[src/hw/rtl/assert_macros.svh]
`ifndef ASSERT_MACROS_SVH
`define ASSERT_MACROS_SVH

// Concurrent check sampled on the rising clock, ignored while reset is low
`define ASSERT_CLK(lbl, clk, rst_n, prop) \
    lbl: assert property (@(posedge clk) disable iff (!rst_n) (prop)) \
        else $error("assertion failed");

// Condition that must never hold outside reset
`define ASSERT_NEVER(lbl, clk, rst_n, cond) \
    `ASSERT_CLK(lbl, clk, rst_n, !(cond))

`endif

[src/hw/rtl/tlbpt_pkg.sv]
`default_nettype none

package tlbpt_pkg;

    // Geometry
    localparam int TLB_ENTRIES = 16;
    localparam int PAGE_COUNT  = 256;
    localparam int PAGE_BYTES  = 256;

    // Field widths
    localparam int ADDR_W   = 16;
    localparam int PAGE_W   = 8;
    localparam int OFFSET_W = 8;
    localparam int FRAME_W  = 8;
    localparam int FREE_W   = 9;
    localparam int COUNT_W  = 32;

    localparam int TLB_IDX_W = (TLB_ENTRIES > 1) ? $clog2(TLB_ENTRIES) : 1;
    localparam int PT_IDX_W  = $clog2(PAGE_COUNT);

    localparam int S_TDATA_W = 16;
    localparam int M_TDATA_W = 104;

    typedef enum logic {
        S_IDLE,
        S_LOOKUP
    } tlbpt_state_t;

    // One result beat, lowest field last
    typedef struct packed {
        logic [COUNT_W-1:0] fault_count;
        logic [COUNT_W-1:0] hit_count;
        logic [PAGE_W-1:0]  load_page;
        logic               page_fault;
        logic               tlb_hit;
        logic [FRAME_W-1:0] frame_number;
        logic [ADDR_W-1:0]  physical_address;
    } tlbpt_result_t;

endpackage

`default_nettype wire

[src/hw/rtl/tlb_page_table_translator.sv]
// Logical to physical address translator with a FIFO-replaced TLB and a
// demand-paged page table.
// Input channel s_axis: one beat per address, s_axis_tdata[15:0] holds the
// logical address (page in bits 15..8, offset in bits 7..0).
// Output channel m_axis: one beat per input beat, in order. m_axis_tdata,
// from bit 0 up: physical_address[15:0], frame_number[23:16], tlb_hit[24],
// page_fault[25], load_page[33:26], hit_count[65:34], fault_count[97:66],
// zero fill to bit 103.
// Timing: an address is taken in the idle step while the page-table memory
// is read into a register; in the lookup step that follows, the TLB is
// searched, the tables are updated and the result register is loaded once
// it is free. A new address is taken as soon as the previous result is
// registered, while that result may still wait on m_axis_tready.
// If the receiver stalls with a result pending, the next item waits in the
// lookup step and s_axis_tready stays low.
// Reset (aresetn low, synchronous) invalidates all TLB and page-table
// entries, clears the FIFO pointer, free-frame count and both counters, and
// drops any pending result. Page-table frame storage needs no clearing.
`default_nettype none
`include "assert_macros.svh"

module tlb_page_table_translator
    import tlbpt_pkg::*;
(
    input  wire logic                 aclk,
    input  wire logic                 aresetn,
    input  wire logic                 s_axis_tvalid,
    output logic                      s_axis_tready,
    // logical_address[15:0]
    input  wire logic [S_TDATA_W-1:0] s_axis_tdata,
    output logic                      m_axis_tvalid,
    input  wire logic                 m_axis_tready,
    // physical_address[15:0], frame_number[23:16], tlb_hit[24],
    // page_fault[25], load_page[33:26], hit_count[65:34], fault_count[97:66]
    output logic [M_TDATA_W-1:0]      m_axis_tdata
);

    tlbpt_state_t state_reg, state_next;

    // Page table: frame storage in memory, valid bits in flops
    logic [FRAME_W-1:0]    pt_mem [PAGE_COUNT];
    logic [FRAME_W-1:0]    pt_rdata_reg;
    logic [PAGE_COUNT-1:0] pt_valid_reg;

    // TLB
    logic [PAGE_W-1:0]      tlb_tag_reg   [TLB_ENTRIES];
    logic [FRAME_W-1:0]     tlb_frame_reg [TLB_ENTRIES];
    logic [TLB_ENTRIES-1:0] tlb_valid_reg;
    logic [TLB_IDX_W-1:0]   fifo_ptr_reg, fifo_ptr_next;

    logic [FREE_W-1:0]  next_free_reg, next_free_next;
    logic [COUNT_W-1:0] hit_cnt_reg, hit_cnt_next;
    logic [COUNT_W-1:0] fault_cnt_reg, fault_cnt_next;

    // Item under lookup
    logic [PAGE_W-1:0]   page_reg;
    logic [OFFSET_W-1:0] offset_reg;
    logic [PT_IDX_W-1:0] pt_idx_reg;

    logic          m_valid_reg, m_valid_next;
    tlbpt_result_t m_data_reg, m_data_next;

    logic               s_accept;
    logic               out_load;
    logic               tlb_hit;
    logic [FRAME_W-1:0] tlb_frame;
    logic               pt_fault;
    logic [FRAME_W-1:0] frame_sel;
    logic [PT_IDX_W-1:0] s_pt_idx;

    assign s_accept = s_axis_tvalid && s_axis_tready;
    assign s_pt_idx = PT_IDX_W'(s_axis_tdata[ADDR_W-1 -: PAGE_W] % PAGE_COUNT);

    // Next state
    always_comb begin
        state_next = state_reg;
        unique case (state_reg)
            S_IDLE:   if (s_axis_tvalid) state_next = S_LOOKUP;
            S_LOOKUP: if (!m_valid_reg || m_axis_tready) state_next = S_IDLE;
            default:  state_next = S_IDLE;
        endcase
    end

    // State outputs
    always_comb begin
        s_axis_tready = 1'b0;
        out_load      = 1'b0;
        unique case (state_reg)
            S_IDLE:   s_axis_tready = 1'b1;
            S_LOOKUP: out_load = !m_valid_reg || m_axis_tready;
            default:  s_axis_tready = 1'b0;
        endcase
    end

    // Search the TLB, highest matching index wins
    always_comb begin
        tlb_hit   = 1'b0;
        tlb_frame = '0;
        for (int i = 0; i < TLB_ENTRIES; i++) begin
            if (tlb_valid_reg[i] && tlb_tag_reg[i] == page_reg) begin
                tlb_hit   = 1'b1;
                tlb_frame = tlb_frame_reg[i];
            end
        end
    end

    // Pick the frame: TLB, freshly allocated, or page-table entry
    assign pt_fault  = !tlb_hit && !pt_valid_reg[pt_idx_reg];
    assign frame_sel = tlb_hit  ? tlb_frame :
                       pt_fault ? next_free_reg[FRAME_W-1:0] : pt_rdata_reg;

    // Counters, pointers and the result beat
    always_comb begin
        fifo_ptr_next  = fifo_ptr_reg;
        next_free_next = next_free_reg;
        hit_cnt_next   = hit_cnt_reg;
        fault_cnt_next = fault_cnt_reg;
        m_valid_next   = m_valid_reg;
        m_data_next    = m_data_reg;

        if (m_axis_tready) m_valid_next = 1'b0;

        if (out_load) begin
            if (tlb_hit) begin
                if (hit_cnt_reg != '1) hit_cnt_next = hit_cnt_reg + COUNT_W'(1);
            end else begin
                fifo_ptr_next = (fifo_ptr_reg == TLB_IDX_W'(TLB_ENTRIES - 1)) ?
                                '0 : fifo_ptr_reg + TLB_IDX_W'(1);
                if (pt_fault) begin
                    next_free_next = next_free_reg + FREE_W'(1);
                    if (fault_cnt_reg != '1) fault_cnt_next = fault_cnt_reg + COUNT_W'(1);
                end
            end
            m_valid_next                 = 1'b1;
            m_data_next.physical_address =
                ADDR_W'(32'(frame_sel) * PAGE_BYTES + 32'(offset_reg));
            m_data_next.frame_number     = frame_sel;
            m_data_next.tlb_hit          = tlb_hit;
            m_data_next.page_fault       = pt_fault;
            m_data_next.load_page        = pt_fault ? page_reg : '0;
            m_data_next.hit_count        = hit_cnt_next;
            m_data_next.fault_count      = fault_cnt_next;
        end
    end

    // Page-table memory: read on accept, write on fault
    always_ff @(posedge aclk) begin
        if (s_accept) pt_rdata_reg <= pt_mem[s_pt_idx];
        if (out_load && pt_fault) pt_mem[pt_idx_reg] <= next_free_reg[FRAME_W-1:0];
    end

    // Capture the accepted address
    always_ff @(posedge aclk) begin
        if (s_accept) begin
            page_reg   <= s_axis_tdata[ADDR_W-1 -: PAGE_W];
            offset_reg <= s_axis_tdata[OFFSET_W-1:0];
            pt_idx_reg <= s_pt_idx;
        end
    end

    // Fill the TLB slot at the FIFO pointer on a miss; register the result beat
    always_ff @(posedge aclk) begin
        if (out_load && !tlb_hit) begin
            tlb_tag_reg[fifo_ptr_reg]   <= page_reg;
            tlb_frame_reg[fifo_ptr_reg] <= frame_sel;
        end
        m_data_reg <= m_data_next;
    end

    // Control state
    always_ff @(posedge aclk) begin
        if (!aresetn) begin
            state_reg     <= S_IDLE;
            tlb_valid_reg <= '0;
            pt_valid_reg  <= '0;
            fifo_ptr_reg  <= '0;
            next_free_reg <= '0;
            hit_cnt_reg   <= '0;
            fault_cnt_reg <= '0;
            m_valid_reg   <= 1'b0;
        end else begin
            state_reg     <= state_next;
            fifo_ptr_reg  <= fifo_ptr_next;
            next_free_reg <= next_free_next;
            hit_cnt_reg   <= hit_cnt_next;
            fault_cnt_reg <= fault_cnt_next;
            m_valid_reg   <= m_valid_next;
            if (out_load && !tlb_hit) tlb_valid_reg[fifo_ptr_reg] <= 1'b1;
            if (out_load && pt_fault) pt_valid_reg[pt_idx_reg] <= 1'b1;
        end
    end

    assign m_axis_tvalid = m_valid_reg;
    assign m_axis_tdata  = M_TDATA_W'(m_data_reg);

    // Checks
    `ASSERT_NEVER(a_hit_and_fault, aclk, aresetn,
        m_valid_reg && m_data_reg.tlb_hit && m_data_reg.page_fault)
    `ASSERT_CLK(a_accept_to_lookup, aclk, aresetn,
        s_accept |=> state_reg == S_LOOKUP)
    `ASSERT_CLK(a_fault_allocates, aclk, aresetn,
        (out_load && pt_fault) |=> next_free_reg == FREE_W'($past(next_free_reg) + 1'b1))
    `ASSERT_CLK(a_hit_count_monotonic, aclk, aresetn,
        out_load |=> hit_cnt_reg >= $past(hit_cnt_reg))

endmodule

`default_nettype wire

[config.mk]
export PLATFORM = sky130hd
export DESIGN_NAME = tlb_page_table_translator
export DESIGN_NICKNAME = d
export VERILOG_FILES = /design/src/hw/rtl/tlbpt_pkg.sv /design/src/hw/rtl/tlb_page_table_translator.sv
export VERILOG_INCLUDE_DIRS = /design/src /design/src/hw/rtl
export SDC_FILE = /design/constraint.sdc
export NUM_CORES = 2
export LEC_CHECK = 0
export ABC_AREA = 1
export BUFFER_PORTS_ARGS = -buffer_cell sky130_fd_sc_hd__buf_4
export CAP_MARGIN = 5
export CORE_ASPECT_RATIO = 1.25
export CORE_MARGIN = 3
export CORE_UTILIZATION = 25
export DETAILED_ROUTE_END_ITERATION = 16
export PLACE_DENSITY = 0.42
export SYNTH_ARGS = -nofsm -noshare
export SYNTH_HDL_FRONTEND = slang
export SYNTH_SLANG_ARGS = --single-unit
[constraint.sdc]
create_clock -name aclk -period 7.25 [get_ports aclk]
set_clock_uncertainty 0.2 [all_clocks]
set_input_delay 0.3625 -clock aclk [delete_from_list [all_inputs] [get_ports aclk]]
set_output_delay 0.3625 -clock aclk [all_outputs]
set_load 0.02 [all_outputs]
Yosys cells after proc, flatten, opt, wreduce, memory -nomap -nowiden:

Memories as Yosys holds them, arrays and structs flattened. A register that Yosys moved wholly into a read port is not among the register bits.
Cells that the tools add are included.

* register bits: 465
* bits in writable memories: 2304
* input port bits: 20
* output and inout port bits: 106
* memories kept: 3

Memories
* pt_mem: words 256, bits a word 8, rd ports 1, clocked after memory_dff 1, write ports 1, RTL line tlb_page_table_translator.sv:41 `logic [FRAME_W-1:0] pt_mem [PAGE_COUNT];`
* tlb_frame_reg: words 16, bits a word 8, rd ports 16, clocked after memory_dff 0, write ports 1, RTL line tlb_page_table_translator.sv:47 `logic [FRAME_W-1:0] tlb_frame_reg [TLB_ENTRIES];`
* tlb_tag_reg: words 16, bits a word 8, rd ports 16, clocked after memory_dff 0, write ports 1, RTL line tlb_page_table_translator.sv:46 `logic [PAGE_W-1:0] tlb_tag_reg [TLB_ENTRIES];`

* add/subtract/negate cells: 5
* $lt $le $gt $ge: 4
* equality and inequality tests: 19
* multiplexer cells: 57
* bitwise logic cells: 4
* reductions and logical operators: 29

Operators by type and width (number)
* 256-bit bitwise OR: 1
* 32-bit 2-to-1 mux: 5
* 8-bit 2-to-1 mux: 18
* 8-bit equality test: 16
* 32-bit by 1-bit adder with 32-bit output, second input constant: 2
* 32-bit != test, second input constant: 2
* 1-bit 2-to-1 mux: 29
* 1-bit logical AND: 22
* 16-bit by 8-bit adder with 16-bit output: 1
* 16-bit bitwise OR: 1
* 9-bit by 1-bit adder with 9-bit output, second input constant: 1
* 8-bit by 9-bit less-than comparator with 1-bit output, second input constant: 1
* 1-bit binary-select mux with 8-bit select: 1
* 1-bit demux with 8-bit select: 1
* 8-bit by 1-bit >= comparator with 1-bit output, second input constant: 1
* 4-bit by 5-bit less-than comparator with 1-bit output, second input constant: 1
* 4-bit by 1-bit adder with 4-bit output, second input constant: 1
* 1-bit demux with 4-bit select: 1
* 4-bit equality test, second input constant: 1
* 4-bit by 1-bit >= comparator with 1-bit output, second input constant: 1
* 4-bit 2-to-1 mux: 1
* 1-bit logical NOT: 3
* 3-bit AND reduction: 1
* 1-bit inverter: 2
* other kinds (4): 4

Depth between registers and ports, before layout:

An unclocked memory read counts as a cell.

* word-level depth: 24
* gate-level depth with buffers: 27
* gate-level depth less buffers: 26

Least setup slack after synthesis:

Ideal clock, no wire load.

* path type: reg-to-reg
* start: register next_free_reg[2]
* end: register next_free_reg[7]
* library setup time: 0.132 ns
* arrival time: 4.735 ns
* data required time: 6.918 ns
* slack: 2.183 ns
* cell stages (with the launch flop): 6
* buffers on the path: 0
* clock period less this slack: 5.067 ns
* cells stage by stage: dfxtp_1 nand3_1 nor4_1 xor2_1 nand4_1 a21oi_1

* cells in the longest elaborated chain, start to end: 1

RTL lines
* start, declared: RTL line tlb_page_table_translator.sv:51 `logic [FREE_W-1:0] next_free_reg, next_free_next;`
* start signal, assigned: RTL line tlb_page_table_translator.sv:184 `next_free_reg <= next_free_next;`
* 9-bit by 1-bit adder with 9-bit output: RTL line tlb_page_table_translator.sv:130 `next_free_next = next_free_reg + FREE_W'(1);`

No other way between the ends.
A chain may end at the register's enable or synchronous reset.

Worst setup path in the final report:

* start: register pt_idx_reg[3]
* end: register pt_valid_reg[85]

* cells in the longest elaborated chain, start to end: 21
* elaborated cells on any way between the ends: 60
* classes of those cells: order compare (2); eq/ne (16); mux (20); bitwise (1); reduce/logical (21)

RTL lines
* start, declared: RTL line tlb_page_table_translator.sv:58 `logic [PT_IDX_W-1:0] pt_idx_reg;`
* start signal, assigned: RTL line tlb_page_table_translator.sv:157 `pt_idx_reg <= s_pt_idx;`
* 8-bit equality test
* 1-bit logical AND
* 1-bit 2-to-1 mux (16 in series)
* 1-bit logical NOT
* 1-bit logical AND: RTL line tlb_page_table_translator.sv:108 `assign pt_fault = !tlb_hit && !pt_valid_reg[pt_idx_reg];`
* 1-bit logical AND: RTL line tlb_page_table_translator.sv:189 `if (out_load && pt_fault) pt_valid_reg[pt_idx_reg] <= 1'b1;`
* end signal, assigned: RTL line tlb_page_table_translator.sv:175 `pt_valid_reg <= '0;`
* end signal, assigned by index: RTL line tlb_page_table_translator.sv:189
* end, declared: RTL line tlb_page_table_translator.sv:43 `logic [PAGE_COUNT-1:0] pt_valid_reg;`

Parallel ways exist; a longest one is shown, timed or not. The select of a mux whose other input is x is not followed.

==> out/metrics.cfg <==
[run_status]
outcome = finished clean

[layout]
areaGrowthSynthToFinish_pct = 15.0
nFillCells = 46535
largest_reg_flops = 2048
fin_nets = 10053
layout-drive-gt1-share_pct = 8.05

[cts]
cts_tree = built
cts_root_buf = clkbuf_16
postCtsResizedCells = 0
clkSinkCount = 2768
ctsLongestPathBuffers = 4
h-tree-depth = 5
clk_latency_ps = 910
cts_inserted_buffers = 295
clkSlewWorstSetupHoldPaths_ps = 60

[detailed_routing]
drtAntennaViolNets = 0
viasPerCell = 4.94
wire_per_inst_um = 24.2
finalWirelength_um = 394000
vias = 80229
first_pass_iters = 6
drt_iter0_markers = 7781
drc_errors = 0

[die]
ios = 126
dieArea_sq_um = 466000
core-area_sq_um = 456000
die_w_um = 611
initial_utilization_pct = 25.1
num_rows = 277
die_y_um = 762

[worst_setup_path]
crit_arrival_ps = 6450
cp_max_fo = 226
crit_required_ps = 7720
crit_end = pt_valid_reg[85]
regToRegStartpoint = pt_idx_reg[3]
ff2ff_path_depth = 16
end_kind = flop
r2r_slack_ps = 1270
cp-startpoint = pt_idx_reg[3]
r2r_end = pt_valid_reg[85]
startpoint_type = flop
path_class = reg -> reg

[yosys]
synthCells = 10130
synth_area_leader_cell = edfxtp_1
async_reset_ff_share_pct = 0
synth_ff_type = edfxtp_1
syn_area_sq_um = 114000
ys_top_cells_by_area = edfxtp_1 63%, o21ai_0 6.7%, nor2_1 6.3%
yosys_warnings = 0
synth_edf_count = 2418
synth_top_area_share_pct = 63.4
ys_seq_area_share_pct = 69.6
synth.avg_cell_area_sq_um = 11.3
synth_cell_type_count = 56
ys_ff_latch = 2768

[global_route]
grt_max_degree = 227
antenna_found_initial = 17
grt_pass1_vias = 79863
grt_usage_pct = 16.3
grt_pass1_wl_um = 569000
grt-ovfl-total = 0

[placement]
io_buffers = 119
place_congestion = 0.842
dp_hpwl_um = 235000

[pwr]
power.density_nw_per_um2 = 261
irDropWorstVdd_mv = 0.145
power_leakage_nw = 45.8
p_total_w = 0.0343

[job]
drv_cap = 0

[sta]
setup_violations = 0
drv_slew = 0
fin_setup_tns_ps = 0
slew-limit-headroom_pct = 10.4
worst_pin_slew_ps = 1340
final_hold_viol_count = 0
period_share_pct = 82.4
rsz0062_at_grt = false
max_freq_mhz = 167
period_needed_ps = 5980

[hold_path]
min_path_type = in -> reg

==> report_power, final <==
part / total, W / internal [W] / switching, W
combinational: 0.00212 / 0.000505 / 0.00162
clock: 0.0149 / 0.00846 / 0.00646
sequential: 0.0173 / 0.0172 / 0.0000466
==> area by class of cell <==
| class | count | area, sq um | share of cell area (%) |
|---|---|---|---|
| Inverter | 400 | 1540 | 1.17 |
| Sequential cell | 2768 | 79600 | 60.5 |
| Clock buffer | 378 | 8000 | 6.08 |
| Clock inverter | 144 | 1270 | 0.963 |
| Timing Repair Buffer | 358 | 3230 | 2.45 |
| Antenna cell | 6 | 15.0 | 0.0114 |
| Tap cell | 5998 | 7500 | 5.70 |
| Multi-Input combinational cell | 6203 | 30400 | 23.1 |
==> routing by layer <==
metal | vias up | share of wire (%) | track usage (%) | wire length [um]
li1 | 36400 | - | - | -
met1 | 40572 | 42 | 20.7 | 164000
met2 | 2651 | 49 | 28.3 | 195000
met3 | 604 | 5.0 | 1.90 | 19800
met4 | 2 | 3.8 | 5.88 | 14800
met5 | - | 0.0033 | 0 | 13
==> metrics by stage <==
step	hold slack, ps	cells	worst slack [ps]	utilization [%]	instance area (sq um)
final	121	16255	1270	28.9	132000
after detailed placement	205	15701	1130	26.8	122000
after global placement	207	15701	1190	26.8	122000
after floorplan	200	10135	2180	-	114000
after CTS	69.9	16249	1140	28.9	132000
after global routing	121	16252	832	28.9	132000
==> placed cells by master (no fill, tap or decap), types with 64 or more instances in the layout <==
cell       netlist  final
edfxtp_1      2418   2418
nor2_1        1927   1916
o21ai_0       1533   1533
nand2_1        909    892
o22ai_1        651    651
inv_1          392    389
dfxtp_1        350    342
a21oi_1        320    320
clkbuf_16        0    306
buf_4           45    292
nand4_1        243    243
o21bai_1       104    104
xor2_1          67     67
a22oi_1         65     65
clkbuf_1       617     65
o221ai_1        64     64
==> worst min-delay path by stage <==
stage,from,endpoint,slack (ps),depth (start not counted)
floorplan,offset_reg[0],m_axis_tdata[0],200,0
global placement,offset_reg[5],m_axis_tdata[5],210,0
detailed placement,offset_reg[1],m_axis_tdata[1],200,0
CTS,aresetn,fifo_ptr_reg[1],70,4
global route,aresetn,fifo_ptr_reg[1],120,4
finish,s_axis_tdata[10],pt_idx_reg[2],120,2
==> cells in the mapped netlist (7+ instances only) <==
library cell / instances
xor2_1: 67
ha_1: 7
a22oi_1: 65
nand4_1: 243
clkbuf_1: 617
dfxtp_1: 350
edfxtp_1: 2418
buf_1: 16
xnor2_1: 31
buf_2: 81
nor2_1: 1927
nor4_1: 27
o21ai_0: 1533
buf_4: 45
a21oi_1: 320
or2_2: 10
o21bai_1: 104
nand2_1: 909
a211oi_1: 8
a22o_1: 21
inv_1: 392
o221ai_1: 64
o22ai_1: 651
nand3_1: 63
o32ai_1: 44
nor3_1: 52
==> cells by family after synthesis <==
group           share of synthesized area, %
flops                                   69.6
fa+ha+maj                             0.0765
other cells                          0.00328
xor+xnor                               0.750
simple gates                            11.5
compound gates                          14.0
buf+inv                                 4.08
==> worst max-delay path, cell delays in order, from the launching register on <==
cell	delay, ps
edfxtp_1	640
inv_1	280
buf_4	280
o21ai_0	180
a211oi_1	60
nand4_1	530
nand2_1	140
nor3_1	280
nand2_1	120
nor2_2	350
nand2_1	180
nor2_4	170
buf_12	730
nand3_4	750
buf_4	540
nand2_1	130
a21oi_1	80
==> timing repair <==
item,4_1_cts,5_1_grt
hold buffers,26,0
hold endpoints to repair,130,0
buffers inserted,0,0
(Power assumes the default switching activity.)
